**src/design/hbs_pkg.sv**
```systemverilog
// Shared widths, reset values and the command word for the histogram split search.
// No dependencies; every other design file imports this package.
package hbs_pkg;

  // Field widths of the streamed bins, the internal arithmetic and the result.
  localparam int CNT_W  = 25;
  localparam int SUM_W  = 48;
  localparam int LSUM_W = 64;
  localparam int MAG_W  = 64;
  localparam int PROD_W = 128;
  localparam int TERM_W = 112;
  localparam int SUMT_W = 113;
  localparam int LOSS_W = 80;
  localparam int GAIN_W = 63;
  localparam int BIN_W  = 9;
  localparam int IDX_W  = 16;

  // Register port geometry.
  localparam int CFG_AW = 3;
  localparam int CFG_DW = 32;

  // Register map and reset values.
  localparam logic [CFG_AW-3:0] REG_MIN_LEAF   = '0;
  localparam logic [CNT_W-1:0]  MIN_LEAF_RESET = 25'd256;

  // Work handed from the front end to the evaluation engine.
  typedef struct packed {
    logic               do_loss;
    logic               do_eval;
    logic               do_emit;
    logic [SUM_W-1:0]   tot_mag;
    logic [CNT_W-1:0]   tot_cnt;
    logic [MAG_W-1:0]   l_mag;
    logic [CNT_W-1:0]   l_cnt;
    logic [MAG_W-1:0]   r_mag;
    logic [CNT_W-1:0]   r_cnt;
    logic [IDX_W-1:0]   index;
  } cmd_t;

endpackage

```
**src/design/hbs_queue.sv**
```systemverilog
// Two-entry command queue between the bin front end and the evaluation engine.
// Depends on hbs_pkg for cmd_t.
module hbs_queue import hbs_pkg::*; (
  input  logic clk,
  input  logic rst_n,
  input  logic push,
  input  cmd_t push_cmd,
  input  logic pop,
  output cmd_t head,
  output logic full,
  output logic empty
);

  cmd_t       mem_r [2];
  logic       wp_r;
  logic       rp_r;
  logic [1:0] cnt_r;

  assign full  = cnt_r == 2'd2;
  assign empty = cnt_r == 2'd0;
  assign head  = mem_r[rp_r];

  // Storage.
  always_ff @(posedge clk) begin
    if (push) begin
      mem_r[wp_r] <= push_cmd;
    end
  end

  // Pointers and fill level.
  always_ff @(posedge clk) begin
    if (!rst_n) begin
      wp_r  <= 1'b0;
      rp_r  <= 1'b0;
      cnt_r <= '0;
    end else begin
      if (push) wp_r <= ~wp_r;
      if (pop)  rp_r <= ~rp_r;
      cnt_r <= cnt_r + {1'b0, push} - {1'b0, pop};
    end
  end

  a_no_overflow: assert property (@(posedge clk) disable iff (!rst_n) !(push && full))
    else $error("command pushed into a full queue");

endmodule

```
**config.mk**
```make
export PLATFORM = sky130hd
export DESIGN_NAME = hbs_queue
export DESIGN_NICKNAME = d
export VERILOG_FILES = /design/src/design/hbs_pkg.sv /design/src/design/hbs_queue.sv
export SDC_FILE = /design/constraint.sdc
export NUM_CORES = 1
export LEC_CHECK = 0
export ABC_AREA = 1
export BUFFER_PORTS_ARGS = -buffer_cell sky130_fd_sc_hd__buf_2
export CORE_MARGIN = 10
export CORE_UTILIZATION = 57
export CTS_CLUSTER_DIAMETER = 50
export CTS_CLUSTER_SIZE = 30
export DETAILED_ROUTE_END_ITERATION = 8
export PLACE_DENSITY = 0.85
export SYNTH_ARGS = -nofsm -noshare
export SYNTH_HDL_FRONTEND = slang
export SYNTH_SLANG_ARGS = --single-unit
```
**constraint.sdc**
```tcl
create_clock -name clk -period 32.6 [get_ports clk]
set_input_delay 1.63 -clock clk [delete_from_list [all_inputs] [get_ports clk]]
set_output_delay 1.63 -clock clk [all_outputs]
set_load 0.01 [all_outputs]
```
==> results.yml <==
placement:
  io_buffers: 545
  dp_hpwl_um: 36200
  gp_congestion: 0.815
sta:
  setup_tns_ns: 0
  finalMaxSlewViolations: 0
  period_share: 0.166
  grt_setup_unrepaired: "no"
  tightest_slew_ns: 1.11
  timing.fmax_mhz: 185
  post-route-min-period_ns: 5.42
  fin_worst_hold_slack_ns: 0.504
  finClkSkew_ns: 0.0248
  slew_headroom: 0.257
  setup-violations-final: 0
  hold_viol_final: 0
routing:
  totalWireLength_um: 49600
  drtPass1Iterations: 5
  drc_errors: 0
  via_per_inst: 5.34
  vias: 10402
  route.antenna.remaining_nets: 0
  first_iter_violations: 784
  wire_per_inst_um: 25.5
cts:
  cts_tree: "built"
  numCtsBuffers: 41
  ctsLongestPathBuffers: 3
  cts-root-buf: "clkbuf_16"
  post_cts_resized: 0
  clk_latency_ns: 0.55
  postCtsHoldBufs: 0
  cts_max_level: 2
  cts_setup_buffers: 0
  cts.sinks: 545
  clk_pin_slew_ns: 0.08
synthesis:
  synth_fp_nets: 1149
  syn_avg_cell_area_um2: 23.5
  synth.area.top_cells: "edfxtp_1 (79%), mux2_4 (15%), mux2_2 (3.8%), buf_6 (1.3%), dfxtp_1 (0.49%)"
  synth_area_um2: 20500
  syn_inst: 873
  yosysWarnings: 0
  yosysSeqAreaShare: 0.795
  netlist.area_leader.share: 0.790
  yosysUniqueCellTypes: 12
  synth.largest_area_cell: "edfxtp_1"
  synth_seq_cells: 545
grt:
  grt_pass1_wl_um: 71200
  grt_usage: 0.216
  first_global_vias: 11100
  grt_max_degree: 118
  antenna_found_initial: 20
  grt-ovfl-total: 0
power:
  internal_power_mw: 1.17
  p_leak_nw: 9.87
  clkPwrFrac: 0.351
  swShare: 0.231
  power.switching_uw: 351
  design_power_total_mw: 1.52
  seq_power_share: 0.543
  powerDensity_nw_per_um2: 60.4
  irDropWorstVdd_mv: 0.0555
  comb_power_share: 0.106
worst_setup_path:
  start_kind: "register"
  r2r-start: "wp_r"
  critPathKind: "register to output port"
  worstPathArrival_ns: 3.79
  crit_required_ns: 30.97
  reg2reg_to: "mem_r[0][206]"
  r2r_slack_ns: 29.87
  ff2ff_path_depth: 3
  endpoint_kind: "output port"
  cp_max_fo: 60
status:
  status: "complete, no violations"
die:
  pin_count: 546
  core_um2: 35600
  std_cell_rows: 69
  die_height_um: 210
  start_util: 0.577
  dieArea_um2: 44000
  die_x_um: 210
finish:
  mostFrequentLayoutCells: "buf_2 (545), edfxtp_1 (540), mux2_4 (200)"
  drive_above_1_share: 0.611
  syn_to_final_growth_pct: 22.4
  layout_commonest_cell: "buf_2"
  layout.nets: 1717
worst_hold_path:
  hp-class: "register to register"
  whs_path_depth: 2
  min_to: "rp_r"
  min_from: "rp_r"
flow_run:
  maxCapViolCount: 0
## worst max path at each step
stage / startpoint / to / slack, ns / depth (start not counted)
6_report: register / head[235] / 27.18 / 4
5_1_grt: register / head[235] / 27.01 / 4
4_1_cts: register / head[235] / 27.16 / 4
3_5_place_dp: register / head[69] / 27.76 / 4
3_3_place_gp: register / head[38] / 27.81 / 4
2_1_floorplan: push / mem_r[0][0] / 18.74 / 2
## stage by stage
step                utilization  area, um^2  worst slack [ns]  std cells
finish                    0.706       25100             27.18       1949
global route              0.706       25100             27.01       1942
CTS                       0.705       25100             27.16       1934
detailed placement        0.664       23600             27.76       1859
global placement          0.664       23600             27.81       1859
floorplan                     -       20500             18.74        873
## cells by family after synthesis
logic type | count (synthesis) | synth area share
AOI/OAI and AO/OA | 1 | 0.000244
adders and majority gates | 2 | 0.00122
buffers and inverters | 37 | 0.0156
DFF | 545 | 0.795
muxes | 270 | 0.185
and+or+nand+nor | 18 | 0.00335
## area by class of cell
type                            count  area, um^2
Multi-Input combinational cell    291        3900
Antenna cell                       15        37.5
Sequential cell                   545       16300
Timing Repair Buffer              555        2800
Clock inverter                     33         423
Clock buffer                       42        1030
Inverter                            7        33.8
Fill cell                        2129       10400
Tap cell                          461         577
## critical path, stage by stage (launching register included)
cell,delay [ns]
dfxtp_4,0.75
buf_4,0.91
buf_4,0.94
mux2_4,0.37
buf_2,0.14
## sequential cells by signal, summed over array words and instances (netlist names), named ones only
name and count:
rp_r 1, cnt_r 2, mem_r 540, wp_r 1
## Yosys cell counts
master	n
edfxtp_1	540
mux2_4	200
mux2_2	70
buf_6	23
nor2_1	9
nand2_1	8
buf_2	7
inv_1	7
dfxtp_1	5
ha_1	2
a21oi_1	1
nand3_1	1
## power groups by stage
stage	registers [mW]	clock network (mW)	logic [mW]
after global placement	0.837	0	0.157
after detailed placement	0.840	0	0.161
final	0.824	0.533	0.160
after global routing	0.827	0.569	0.171
after floorplan	0.846	0	0.0948
after CTS	0.824	0.543	0.163
## per-layer routing
metal | vias up | global-route usage | routed length, um
li1 | 4626 | - | -
met1 | 5115 | 0.236 | 16800
met2 | 551 | 0.372 | 25400
met3 | 96 | 0.0852 | 5710
met4 | 14 | 0.0826 | 1630
met5 | - | 0 | 77
(Power assumes the default switching activity.)
