--- config.mk ---
export PLATFORM = sky130hd
export DESIGN_NAME = hbs_front_flat
export DESIGN_NICKNAME = d
export VERILOG_FILES = /design/src/design/hbs_pkg.sv /design/src/design/hbs_in_if.sv /design/src/design/hbs_front.sv /design/src/flat_wrapper.sv
export SDC_FILE = /design/constraint.sdc
export NUM_CORES = 1
export LEC_CHECK = 0
export BUFFER_PORTS_ARGS = -buffer_cell sky130_fd_sc_hd__buf_2
export CAP_MARGIN = 20
export CORE_MARGIN = 2
export CORE_UTILIZATION = 35
export CTS_BUF_LIST = sky130_fd_sc_hd__clkbuf_4 sky130_fd_sc_hd__clkbuf_8 sky130_fd_sc_hd__clkbuf_16
export DETAILED_ROUTE_END_ITERATION = 8
export PLACE_DENSITY = 0.55
export SLEW_MARGIN = 20
export SYNTH_ARGS = -nofsm -noshare
export SYNTH_HDL_FRONTEND = slang
export SYNTH_SLANG_ARGS = --single-unit
--- constraint.sdc ---
create_clock -name clk -period 15.6 [get_ports clk]
set_input_delay 1.56 -clock clk [delete_from_list [all_inputs] [get_ports clk]]
set_output_delay 1.56 -clock clk [all_outputs]
set_load 0.1 [all_outputs]
--- src/design/hbs_pkg.sv ---
// Shared widths, reset values and the command word for the histogram split search.
// No dependencies; every other design file imports this package.
package hbs_pkg;

  // Field widths of the streamed bins, the internal arithmetic and the result.
  localparam int CNT_W  = 25;
  localparam int SUM_W  = 48;
  localparam int LSUM_W = 64;
  localparam int MAG_W  = 64;
  localparam int PROD_W = 128;
  localparam int TERM_W = 112;
  localparam int SUMT_W = 113;
  localparam int LOSS_W = 80;
  localparam int GAIN_W = 63;
  localparam int BIN_W  = 9;
  localparam int IDX_W  = 16;

  // Register port geometry.
  localparam int CFG_AW = 3;
  localparam int CFG_DW = 32;

  // Register map and reset values.
  localparam logic [CFG_AW-3:0] REG_MIN_LEAF   = '0;
  localparam logic [CNT_W-1:0]  MIN_LEAF_RESET = 25'd256;

  // Work handed from the front end to the evaluation engine.
  typedef struct packed {
    logic               do_loss;
    logic               do_eval;
    logic               do_emit;
    logic [SUM_W-1:0]   tot_mag;
    logic [CNT_W-1:0]   tot_cnt;
    logic [MAG_W-1:0]   l_mag;
    logic [CNT_W-1:0]   l_cnt;
    logic [MAG_W-1:0]   r_mag;
    logic [CNT_W-1:0]   r_cnt;
    logic [IDX_W-1:0]   index;
  } cmd_t;

endpackage

--- src/design/hbs_in_if.sv ---
// Bin channel: valid/ready handshake carrying one histogram bin per word.
// Depends on hbs_pkg for the field widths.
interface hbs_in_if import hbs_pkg::*; ();
  logic                    valid;
  logic                    ready;
  logic [CNT_W-1:0]        bin_count;
  logic signed [SUM_W-1:0] bin_sum;
  logic [CNT_W-1:0]        total_count;
  logic signed [SUM_W-1:0] total_sum;
  logic                    last_bin;

  modport source (output valid, bin_count, bin_sum, total_count, total_sum, last_bin,
                  input ready);
  modport sink (input valid, bin_count, bin_sum, total_count, total_sum, last_bin,
                output ready);
endinterface

--- src/design/hbs_front.sv ---
// Front end: accepts bins, keeps running left totals and decides per bin
// whether a split is evaluated. Depends on hbs_pkg and hbs_in_if.
module hbs_front import hbs_pkg::*; #(
  parameter int MAX_BINS = 256
) (
  input  logic             clk,
  input  logic             rst_n,
  hbs_in_if.sink           in_ch,
  input  logic [CNT_W-1:0] min_leaf,
  input  logic             q_full,
  output logic             q_push,
  output cmd_t             q_cmd
);

  localparam int POS_W = $clog2(MAX_BINS + 1);
  localparam logic signed [LSUM_W-1:0] LSUM_MAX = {1'b0, {(LSUM_W-1){1'b1}}};
  localparam logic signed [LSUM_W-1:0] LSUM_MIN = {1'b1, {(LSUM_W-1){1'b0}}};

  logic [POS_W-1:0]         pos_r;
  logic                     stop_r;
  logic [CNT_W-1:0]         lcnt_r;
  logic signed [LSUM_W-1:0] lsum_r;
  logic [CNT_W-1:0]         hcnt_r;
  logic signed [SUM_W-1:0]  hsum_r;

  logic                     acc;
  logic                     first;
  logic [CNT_W-1:0]         ht_cnt;
  logic signed [SUM_W-1:0]  ht_sum;
  logic [CNT_W:0]           cnt_sum;
  logic [CNT_W-1:0]         lc_new;
  logic signed [LSUM_W-1:0] bs64;
  logic signed [LSUM_W-1:0] raw;
  logic                     ovf;
  logic signed [LSUM_W-1:0] ls_new;
  logic signed [LSUM_W-1:0] ht64;
  logic [LSUM_W:0]          diff;
  logic [LSUM_W:0]          diff_neg;
  logic [MAG_W-1:0]         rmag;
  logic [MAG_W-1:0]         lmag;
  logic [SUM_W-1:0]         tmag;
  logic [CNT_W:0]           rc;
  logic                     cand;
  logic                     below_l;
  logic                     right_low;
  logic                     do_eval;
  logic                     set_stop;

  assign in_ch.ready = !q_full;
  assign acc   = in_ch.valid && !q_full;
  assign first = pos_r == '0;

  // Totals are sampled from the first bin of a histogram.
  assign ht_cnt = first ? in_ch.total_count : hcnt_r;
  assign ht_sum = first ? in_ch.total_sum : hsum_r;

  // Saturating left count and left sum.
  always_comb begin
    cnt_sum = {1'b0, lcnt_r} + {1'b0, in_ch.bin_count};
    lc_new  = cnt_sum[CNT_W] ? '1 : cnt_sum[CNT_W-1:0];
    bs64    = LSUM_W'(in_ch.bin_sum);
    raw     = lsum_r + bs64;
    ovf     = (lsum_r[LSUM_W-1] == bs64[LSUM_W-1]) && (raw[LSUM_W-1] != lsum_r[LSUM_W-1]);
    if (ovf) begin
      ls_new = lsum_r[LSUM_W-1] ? LSUM_MIN : LSUM_MAX;
    end else begin
      ls_new = raw;
    end
  end

  // Magnitudes of both sides and of the total.
  always_comb begin
    ht64     = LSUM_W'(ht_sum);
    diff     = {ht64[LSUM_W-1], ht64} - {ls_new[LSUM_W-1], ls_new};
    diff_neg = ~diff + 1'b1;
    rmag     = diff[LSUM_W] ? diff_neg[MAG_W-1:0] : diff[MAG_W-1:0];
    lmag     = ls_new[LSUM_W-1] ? (~ls_new + 1'b1) : ls_new;
    tmag     = ht_sum[SUM_W-1] ? (~ht_sum + 1'b1) : ht_sum;
  end

  // Candidate classification for this bin.
  always_comb begin
    rc        = {1'b0, ht_cnt} - {1'b0, lc_new};
    cand      = !stop_r && (pos_r < POS_W'(MAX_BINS - 1)) && !in_ch.last_bin;
    below_l   = lc_new < min_leaf;
    right_low = rc[CNT_W] || (rc[CNT_W-1:0] < min_leaf);
    do_eval   = cand && !below_l && !right_low;
    set_stop  = cand && !below_l && right_low;
  end

  // Command word for the engine.
  always_comb begin
    q_cmd.do_loss = first;
    q_cmd.do_eval = do_eval;
    q_cmd.do_emit = in_ch.last_bin;
    q_cmd.tot_mag = tmag;
    q_cmd.tot_cnt = ht_cnt;
    q_cmd.l_mag   = lmag;
    q_cmd.l_cnt   = lc_new;
    q_cmd.r_mag   = rmag;
    q_cmd.r_cnt   = rc[CNT_W-1:0];
    q_cmd.index   = IDX_W'(pos_r);
  end

  assign q_push = acc && (first || in_ch.last_bin || do_eval);

  // Running scan state.
  always_ff @(posedge clk) begin
    if (!rst_n) begin
      pos_r  <= '0;
      stop_r <= 1'b0;
      lcnt_r <= '0;
      lsum_r <= '0;
      hcnt_r <= '0;
      hsum_r <= '0;
    end else if (acc) begin
      if (first) begin
        hcnt_r <= in_ch.total_count;
        hsum_r <= in_ch.total_sum;
      end
      if (in_ch.last_bin) begin
        pos_r  <= '0;
        stop_r <= 1'b0;
        lcnt_r <= '0;
        lsum_r <= '0;
      end else begin
        lcnt_r <= lc_new;
        lsum_r <= ls_new;
        if (set_stop) stop_r <= 1'b1;
        if (pos_r < POS_W'(MAX_BINS)) pos_r <= pos_r + 1'b1;
      end
    end
  end

endmodule

--- src/flat_wrapper.sv ---
// flat-port wrapper written by rule: the top's interface ports become plain ports
module hbs_front_flat import hbs_pkg::*;
#(
  parameter int MAX_BINS = 256
)
  (clk, rst_n, min_leaf, q_full, q_push, q_cmd, in_ch_valid, in_ch_bin_count, in_ch_bin_sum, in_ch_total_count, in_ch_total_sum, in_ch_last_bin, in_ch_ready);
  hbs_in_if in_ch_i ();
  input  logic clk;
  input  logic rst_n;
  input  logic [CNT_W-1:0] min_leaf;
  input  logic q_full;
  output logic q_push;
  output cmd_t q_cmd;
  input wire logic [$bits(in_ch_i.valid)-1:0] in_ch_valid;
  input wire logic [$bits(in_ch_i.bin_count)-1:0] in_ch_bin_count;
  input wire logic [$bits(in_ch_i.bin_sum)-1:0] in_ch_bin_sum;
  input wire logic [$bits(in_ch_i.total_count)-1:0] in_ch_total_count;
  input wire logic [$bits(in_ch_i.total_sum)-1:0] in_ch_total_sum;
  input wire logic [$bits(in_ch_i.last_bin)-1:0] in_ch_last_bin;
  output wire logic [$bits(in_ch_i.ready)-1:0] in_ch_ready;
  assign in_ch_i.valid = in_ch_valid;
  assign in_ch_i.bin_count = in_ch_bin_count;
  assign in_ch_i.bin_sum = in_ch_bin_sum;
  assign in_ch_i.total_count = in_ch_total_count;
  assign in_ch_i.total_sum = in_ch_total_sum;
  assign in_ch_i.last_bin = in_ch_last_bin;
  assign in_ch_ready = in_ch_i.ready;
  hbs_front #(.MAX_BINS(MAX_BINS)) u_core (.clk(clk), .rst_n(rst_n), .in_ch(in_ch_i), .min_leaf(min_leaf), .q_full(q_full), .q_push(q_push), .q_cmd(q_cmd));
endmodule
==> results by group, run 1 <==
Die
  – Core Area: 72700 um2
  – # rows: 99
  – IO Pins: 448
  – Starting Density: 0.352
  – Die area: 75300 um2
  – Die X: 274 um
  – Die Y: 274 um

Setup path
  – Reg2reg setup slack: 5.58 ns
  – Worst Setup Start Kind: primary input
  – Arrival @ worst endpoint: 13.38 ns
  – Crit path from: in_ch_bin_sum[1]
  – R2R cell count: 46
  – Critical path data required time: 14.04 ns
  – Slowest stage cell on the critical path: fa_4
  – FF-to-FF End: u_core.stop_r$_SDFFE_PN0P_
  – WS Path Type: primary input to primary output
  – CP max stage delay: 0.80 ns
  – Crit-path max FO: 16
  – Reg-to-reg startpoint: u_core.lcnt_r[1]$_SDFFE_PN0P_
  – Worst setup endpoint: q_cmd[99]
  – Worst setup EP type: primary output

Global route
  – Global-route usage over all layers: 0.286
  – Antenna violations before repair: 20
  – Largest net degree at the start of global routing: 68
  – Global route overflow: 0
  – Global-route wire length before repair: 165 mm
  – Vias in the first global route: 26.8k

Timing
  – FMAX: 0.0669 GHz
  – Unrepaired setup endpoints after global routing: no
  – Setup TNS: 0 ns
  – Pins Over Slew Limit: 0
  – Slew @ Worst Pin: 1.04 ns
  – Skew final: 0.0242 ns
  – Setup violators final: 0
  – Fin worst setup slack: 0.655 ns
  – Hold_ws: 0.463 ns
  – Slew Limit Headroom: 0.303
  – Final min period: 14.94 ns
  – Fin. Hold Viols: 0
  – Final critical-path share of the clock period: 0.958

Power and ir drop
  – Worst VDD drop: 0.000283 V
  – Static leakage: 13.5 nW
  – Power Density: 164 nW/um2
  – Total power: 4.90 mW

Synth
  – Syn avg cell area: 7.07 um2
  – List of most frequent post-synthesis cells: 475 x nand2_1, 310 x nor2_1, 249 x xnor2_1, 221 x a21oi_1, 202 x o21ai_0
  – Post-synthesis sequential area ratio: 0.135
  – Number of synthesized register bits: 172
  – Synth unique cells: 125
  – Post-synth ARST share: 0
  – Largest area contributor in the netlist: dfxtp_1
  – Synth top area cells: dfxtp_1 13%, ha_1 9.0%, xnor2_1 8.5%
  – Post-synthesis cell area: 25600 um2
  – EDFF count, synth: 0
  – Synth warn: 0
  – Ys flop type: dfxtp_1
  – Post-synthesis cell count: 3623
  – Count leader, synth: nand2_1
  – Post-synth top area share: 0.135

Place
  – Post-DP HPWL: 89.1 mm
  – Worst slack at placement: 0.788 ns
  – DP Area: 29300 um2
  – IO buf count: 440
  – RD Place Congestion: 1.00

Worst hold path
  – Hold path depth: 2
  – Hold Crit Start: u_core.stop_r$_SDFFE_PN0P_
  – Min-Delay Path Class: register to register

Route
  – DRT Wirelength: 111 mm
  – Vias/cell: 5.81
  – Via count: 28.8k
  – Residual DRC: 0
  – Routed len/inst: 22.3 um
  – DRT iter0 DRCs: 2664
  – Final ANT Viol Nets: 0
  – Drt first pass iters: 5

Clock network
  – TritonCTS Sinks: 172
  – Clk_lat worst skew: 0.52 ns
  – Max clock buf depth: 2
  – Cts bufs inserted: 17
  – Clk slew on worst S/H paths: 0.08 ns
  – H-tree levels: 4
  – Root buffer cell: clkbuf_16
  – CTS tree: done

Layout
  – Layout cell share with drive strength beyond 1: 0.173
  – Final net count: 4344
  – Layout area overhead: 16.8%
  – Design Area, Final: 29900 um2
  – Fill cell count: 7715

Run
  – Max Cap Violations: 0

Run status
  – Run status: complete, no violations
[where the power goes]
part	switching, mW	total (mW)	leakage (nW)	internal, mW
Combinational	3.07	3.96	11.8	0.886
Sequential	0.0143	0.476	1.41	0.462
Clock	0.237	0.469	0.287	0.233
[metal layers]
layer	track usage	share of wire	vias up
met1	0.378	0.44	13629
met5	0	0.0011	-
met3	0.0571	0.079	163
li1	-	-	13913
met2	0.466	0.46	1117
met4	0.0894	0.029	18
[stage by stage]
stage,util,std cells
floorplan,-,3629
global placement,0.402,4918
detailed placement,0.402,4918
CTS,0.411,4950
global route,0.411,4956
finish,0.411,4961
[area by class of cell]
type	instances	area, um2	area share
Antenna cell	9	22.5	0.000753
Clock buffer	19	447	0.0149
Clock inverter	13	148	0.00494
Inverter	145	547	0.0183
Multi-Input combinational cell	3116	21000	0.703
Sequential cell	172	3440	0.115
Tap cell	959	1200	0.0401
Timing Repair Buffer	528	3090	0.103
[state kept, by name, summed over array words and instances (netlist names)]
register	cells
u_core.stop_r	1
u_core.hcnt_r	25
u_core.lsum_r	64
u_core.pos_r	9
u_core.hsum_r	48
u_core.lcnt_r	25
[kinds of logic (layout without fill, tap and decap cells)]
logic type	after synthesis	after routing	synth area share
and+or+nand+nor	1427	1427	0.275
AOI/OAI and AO/OA	1076	1076	0.293
buffers and inverters	341	705	0.0544
xor gates and xnor gates	323	323	0.111
adders and majority gates	213	213	0.103
DFF	172	172	0.135
muxes	70	70	0.0283
other	1	16	0.000146
[repair_timing]
| action | 4_1_cts | 5_1_grt |
|---|---|---|
| setup buffers | 0 | 2 |
| hold buffers | 0 | 0 |
| setup endpoints to repair | 0 | 2 |
| resized for setup | 0 | 0 |
[worst min path at each step]
stage / end / slack, ns
2_1_floorplan: u_core.stop_r$_SDFFE_PN0P_ / 0.43
3_3_place_gp: u_core.stop_r$_SDFFE_PN0P_ / 0.44
3_5_place_dp: u_core.stop_r$_SDFFE_PN0P_ / 0.45
4_1_cts: u_core.stop_r$_SDFFE_PN0P_ / 0.46
5_1_grt: u_core.lcnt_r[23]$_SDFFE_PN0P_ / 0.49
6_report: u_core.stop_r$_SDFFE_PN0P_ / 0.46
[cells in the final DEF (no fill, tap or decap), types with 13 or more instances in the layout]
cell,count
buf_12,15
nand2b_1,27
o211a_1,56
or2_2,13
nor3b_1,35
a31oi_1,63
nand2_1,473
and4_1,15
nand4_1,55
and2_1,67
and3_1,47
xnor2_1,242
a211oi_1,37
xor2_1,65
inv_1,142
o21a_1,43
nor2_1,307
nor3_1,69
o21ai_1,22
a21oi_1,221
or3_1,30
a21o_1,59
ha_1,184
clkbuf_16,17
a21boi_0,30
a22oi_1,66
o31ai_1,30
buf_4,87
mux2i_1,58
buf_2,426
nand3_1,95
nor2b_1,91
dfxtp_1,172
nor4_1,20
o21ai_0,201
o31a_1,14
maj3_1,20
o21bai_1,20
o211ai_1,35
[worst max-delay path, delay by kind of cell]
family,cells,cell delay [ns]
adders and majority gates,2,1.12
and+or+nand+nor,14,4.51
xor gates and xnor gates,2,0.40
buffers and inverters,3,0.51
AOI/OAI and AO/OA,19,5.26
Power figures use the tool's default switching activity.
==> run 2: changes to the inputs <==
- RECOVER_POWER: default -> 100
==> run 2 against run 1 <==
- the run now ends with capacitance limit, slew limit left
- clock-buffer cell count unchanged
- sequential cell count unchanged
- combinational power down 2%
- clock power about the same
- total power down 1.4%
- critical path type unchanged
- setup slack better by 0.057 ns
- sequential share of layout area up 0.21 points
- highest routed layer unchanged
==> results by group, run 2 (synthesis results as in run 1) <==
Timing
  – Fin worst setup slack: 0.712 ns
  – Final critical-path share of the clock period: 0.954
  – Final min period: 14.89 ns
  – Fin. Hold Viols: 0
  – Setup violators final: 0
  – Unrepaired setup endpoints after global routing: no
  – Skew final: 0.0302 ns
  – Slew Limit Headroom: -0.973
  – FMAX: 0.0672 GHz
  – Setup TNS: 0 ns
  – Slew @ Worst Pin: 2.96 ns
  – Pins Over Slew Limit: 251

Route
  – DRT iter0 DRCs: 2615
  – Via count: 28.8k
  – Drt first pass iters: 6
  – Residual DRC: 0
  – Routed len/inst: 22.4 um
  – Final ANT Viol Nets: 0
  – DRT Wirelength: 111 mm
  – Vias/cell: 5.82

Power and ir drop
  – Static leakage: 12.8 nW
  – Worst VDD drop: 0.000269 V
  – Total power: 4.83 mW
  – Power Density: 165 nW/um2

Place
  – Worst slack at placement: 0.788 ns
  – Post-DP HPWL: 89.1 mm
  – RD Place Congestion: 1.00
  – IO buf count: 440
  – DP Area: 29300 um2

Setup path
  – Worst setup EP type: primary output
  – Most used cell, CP: nand4_1
  – R2R cell count: 37
  – Slowest stage cell on the critical path: clkbuf_1
  – Crit-path max FO: 22
  – Worst setup endpoint: q_cmd[55]
  – WS Path Type: primary input to primary output
  – FF-to-FF End: u_core.stop_r$_SDFFE_PN0P_
  – Arrival @ worst endpoint: 13.33 ns
  – CP max stage delay: 0.97 ns
  – Reg2reg setup slack: 4.15 ns
  – Worst Setup Start Kind: primary input
  – Reg-to-reg startpoint: u_core.pos_r[0]$_SDFFE_PN0P_
  – Critical path data required time: 14.04 ns
  – Crit path from: in_ch_bin_sum[21]

Die
  – Core Area: 72700 um2
  – Die Y: 274 um
  – Die area: 75300 um2
  – IO Pins: 448
  – Die X: 274 um
  – Starting Density: 0.352
  – # rows: 99

Layout
  – Layout area overhead: 14.7%
  – Largest regs: u_core.lsum_r x64, u_core.hsum_r x48
  – Design Area, Final: 29400 um2
  – Top reg by flops: u_core.lsum_r
  – Final net count: 4344
  – Most frequent cells in the layout: 473 x nand2_1, 307 x nor2_1, 247 x clkbuf_1
  – Most common cell after layout, fill and taps aside: nand2_1
  – Fill cell count: 7856
  – Max reg flops: 64
  – Layout cell share with drive strength beyond 1: 0.106

Global route
  – Antenna violations before repair: 17
  – Largest net degree at the start of global routing: 68
  – Global-route usage over all layers: 0.286
  – Vias in the first global route: 26.8k
  – Global-route wire length before repair: 165 mm
  – Global route overflow: 0

Clock network
  – H-tree levels: 4
  – Clk_lat worst skew: 0.52 ns
  – Clk slew on worst S/H paths: 0.08 ns
  – CTS tree: done
  – Cts bufs inserted: 17
  – Max clock buf depth: 2
  – TritonCTS Sinks: 172
  – Root buffer cell: clkbuf_16

Worst hold path
  – Min-Delay Path Class: register to register
  – Hold Crit Start: u_core.stop_r$_SDFFE_PN0P_

Run status
  – Run status: finished, violations left
  – Violated checks: capacitance limit, slew limit

Run
  – Max Cap Violations: 5
==> run 2: cell types whose count changed in the layout (fill, tap and decap cells not counted), sizes merged <==
cell,previous run,this run
buf,528,249
diode,9,6
inv,152,151
clkbuf,19,298
clkinvlp,2,3
==> run 2: what timing repair did <==
action / CTS / global route
buffers inserted: 0 / 2
endpoints found under the setup margin: 0 / 2
hold buffers: 0 / 0
resized for setup: 0 / 0
==> run 2: through the flow <==
step           hold slack [ns]   util  std cells
4_1_cts                  0.463  0.411       4950
5_1_grt                  0.494  0.404       4956
6_report                 0.462  0.404       4958
3_3_place_gp             0.441  0.402       4918
2_1_floorplan            0.425      -       3629
3_5_place_dp             0.452  0.402       4918
==> run 2: final cells by class <==
type	instances	area (um2)	area share
Multi-Input combinational cell	3116	20900	0.711
Sequential cell	172	3440	0.117
Tap cell	959	1200	0.0409
Clock inverter	13	148	0.00503
Inverter	145	546	0.0186
Antenna cell	6	15.0	0.000512
Clock buffer	19	447	0.0152
Timing Repair Buffer	528	2680	0.0913
==> run 2: report_power, final <==
part	switching, mW	internal, mW	total (mW)
Clock	0.235	0.233	0.468
Sequential	0.0142	0.462	0.476
Combinational	3.07	0.815	3.89
Total	3.32	1.51	4.83
==> run 2: metal layers <==
| metal | wire length [um] | global-route usage | vias to the layer above |
|---|---|---|---|
| met3 | 8750 | 0.0571 | 162 |
| li1 | - | - | 13899 |
| met1 | 48200 | 0.378 | 13649 |
| met2 | 50400 | 0.466 | 1104 |
| met4 | 3410 | 0.0894 | 18 |
| met5 | 117 | 0 | - |
==> run 2: worst min path at each step <==
stage / endpoint / depth (start not counted)
floorplan: u_core.stop_r$_SDFFE_PN0P_ / 2
global placement: u_core.stop_r$_SDFFE_PN0P_ / 2
detailed placement: u_core.stop_r$_SDFFE_PN0P_ / 2
CTS: u_core.stop_r$_SDFFE_PN0P_ / 2
global route: u_core.stop_r$_SDFFE_PN0P_ / 2
finish: u_core.stop_r$_SDFFE_PN0P_ / 2
==> run 2: worst max-delay path, delay by kind of cell <==
family	cells	cell delay [ns]
AOI/OAI and AO/OA	16	4.99
and+or+nand+nor	13	2.75
buffers and inverters	5	2.15
adders and majority gates	2	1.07
xor gates and xnor gates	2	0.71
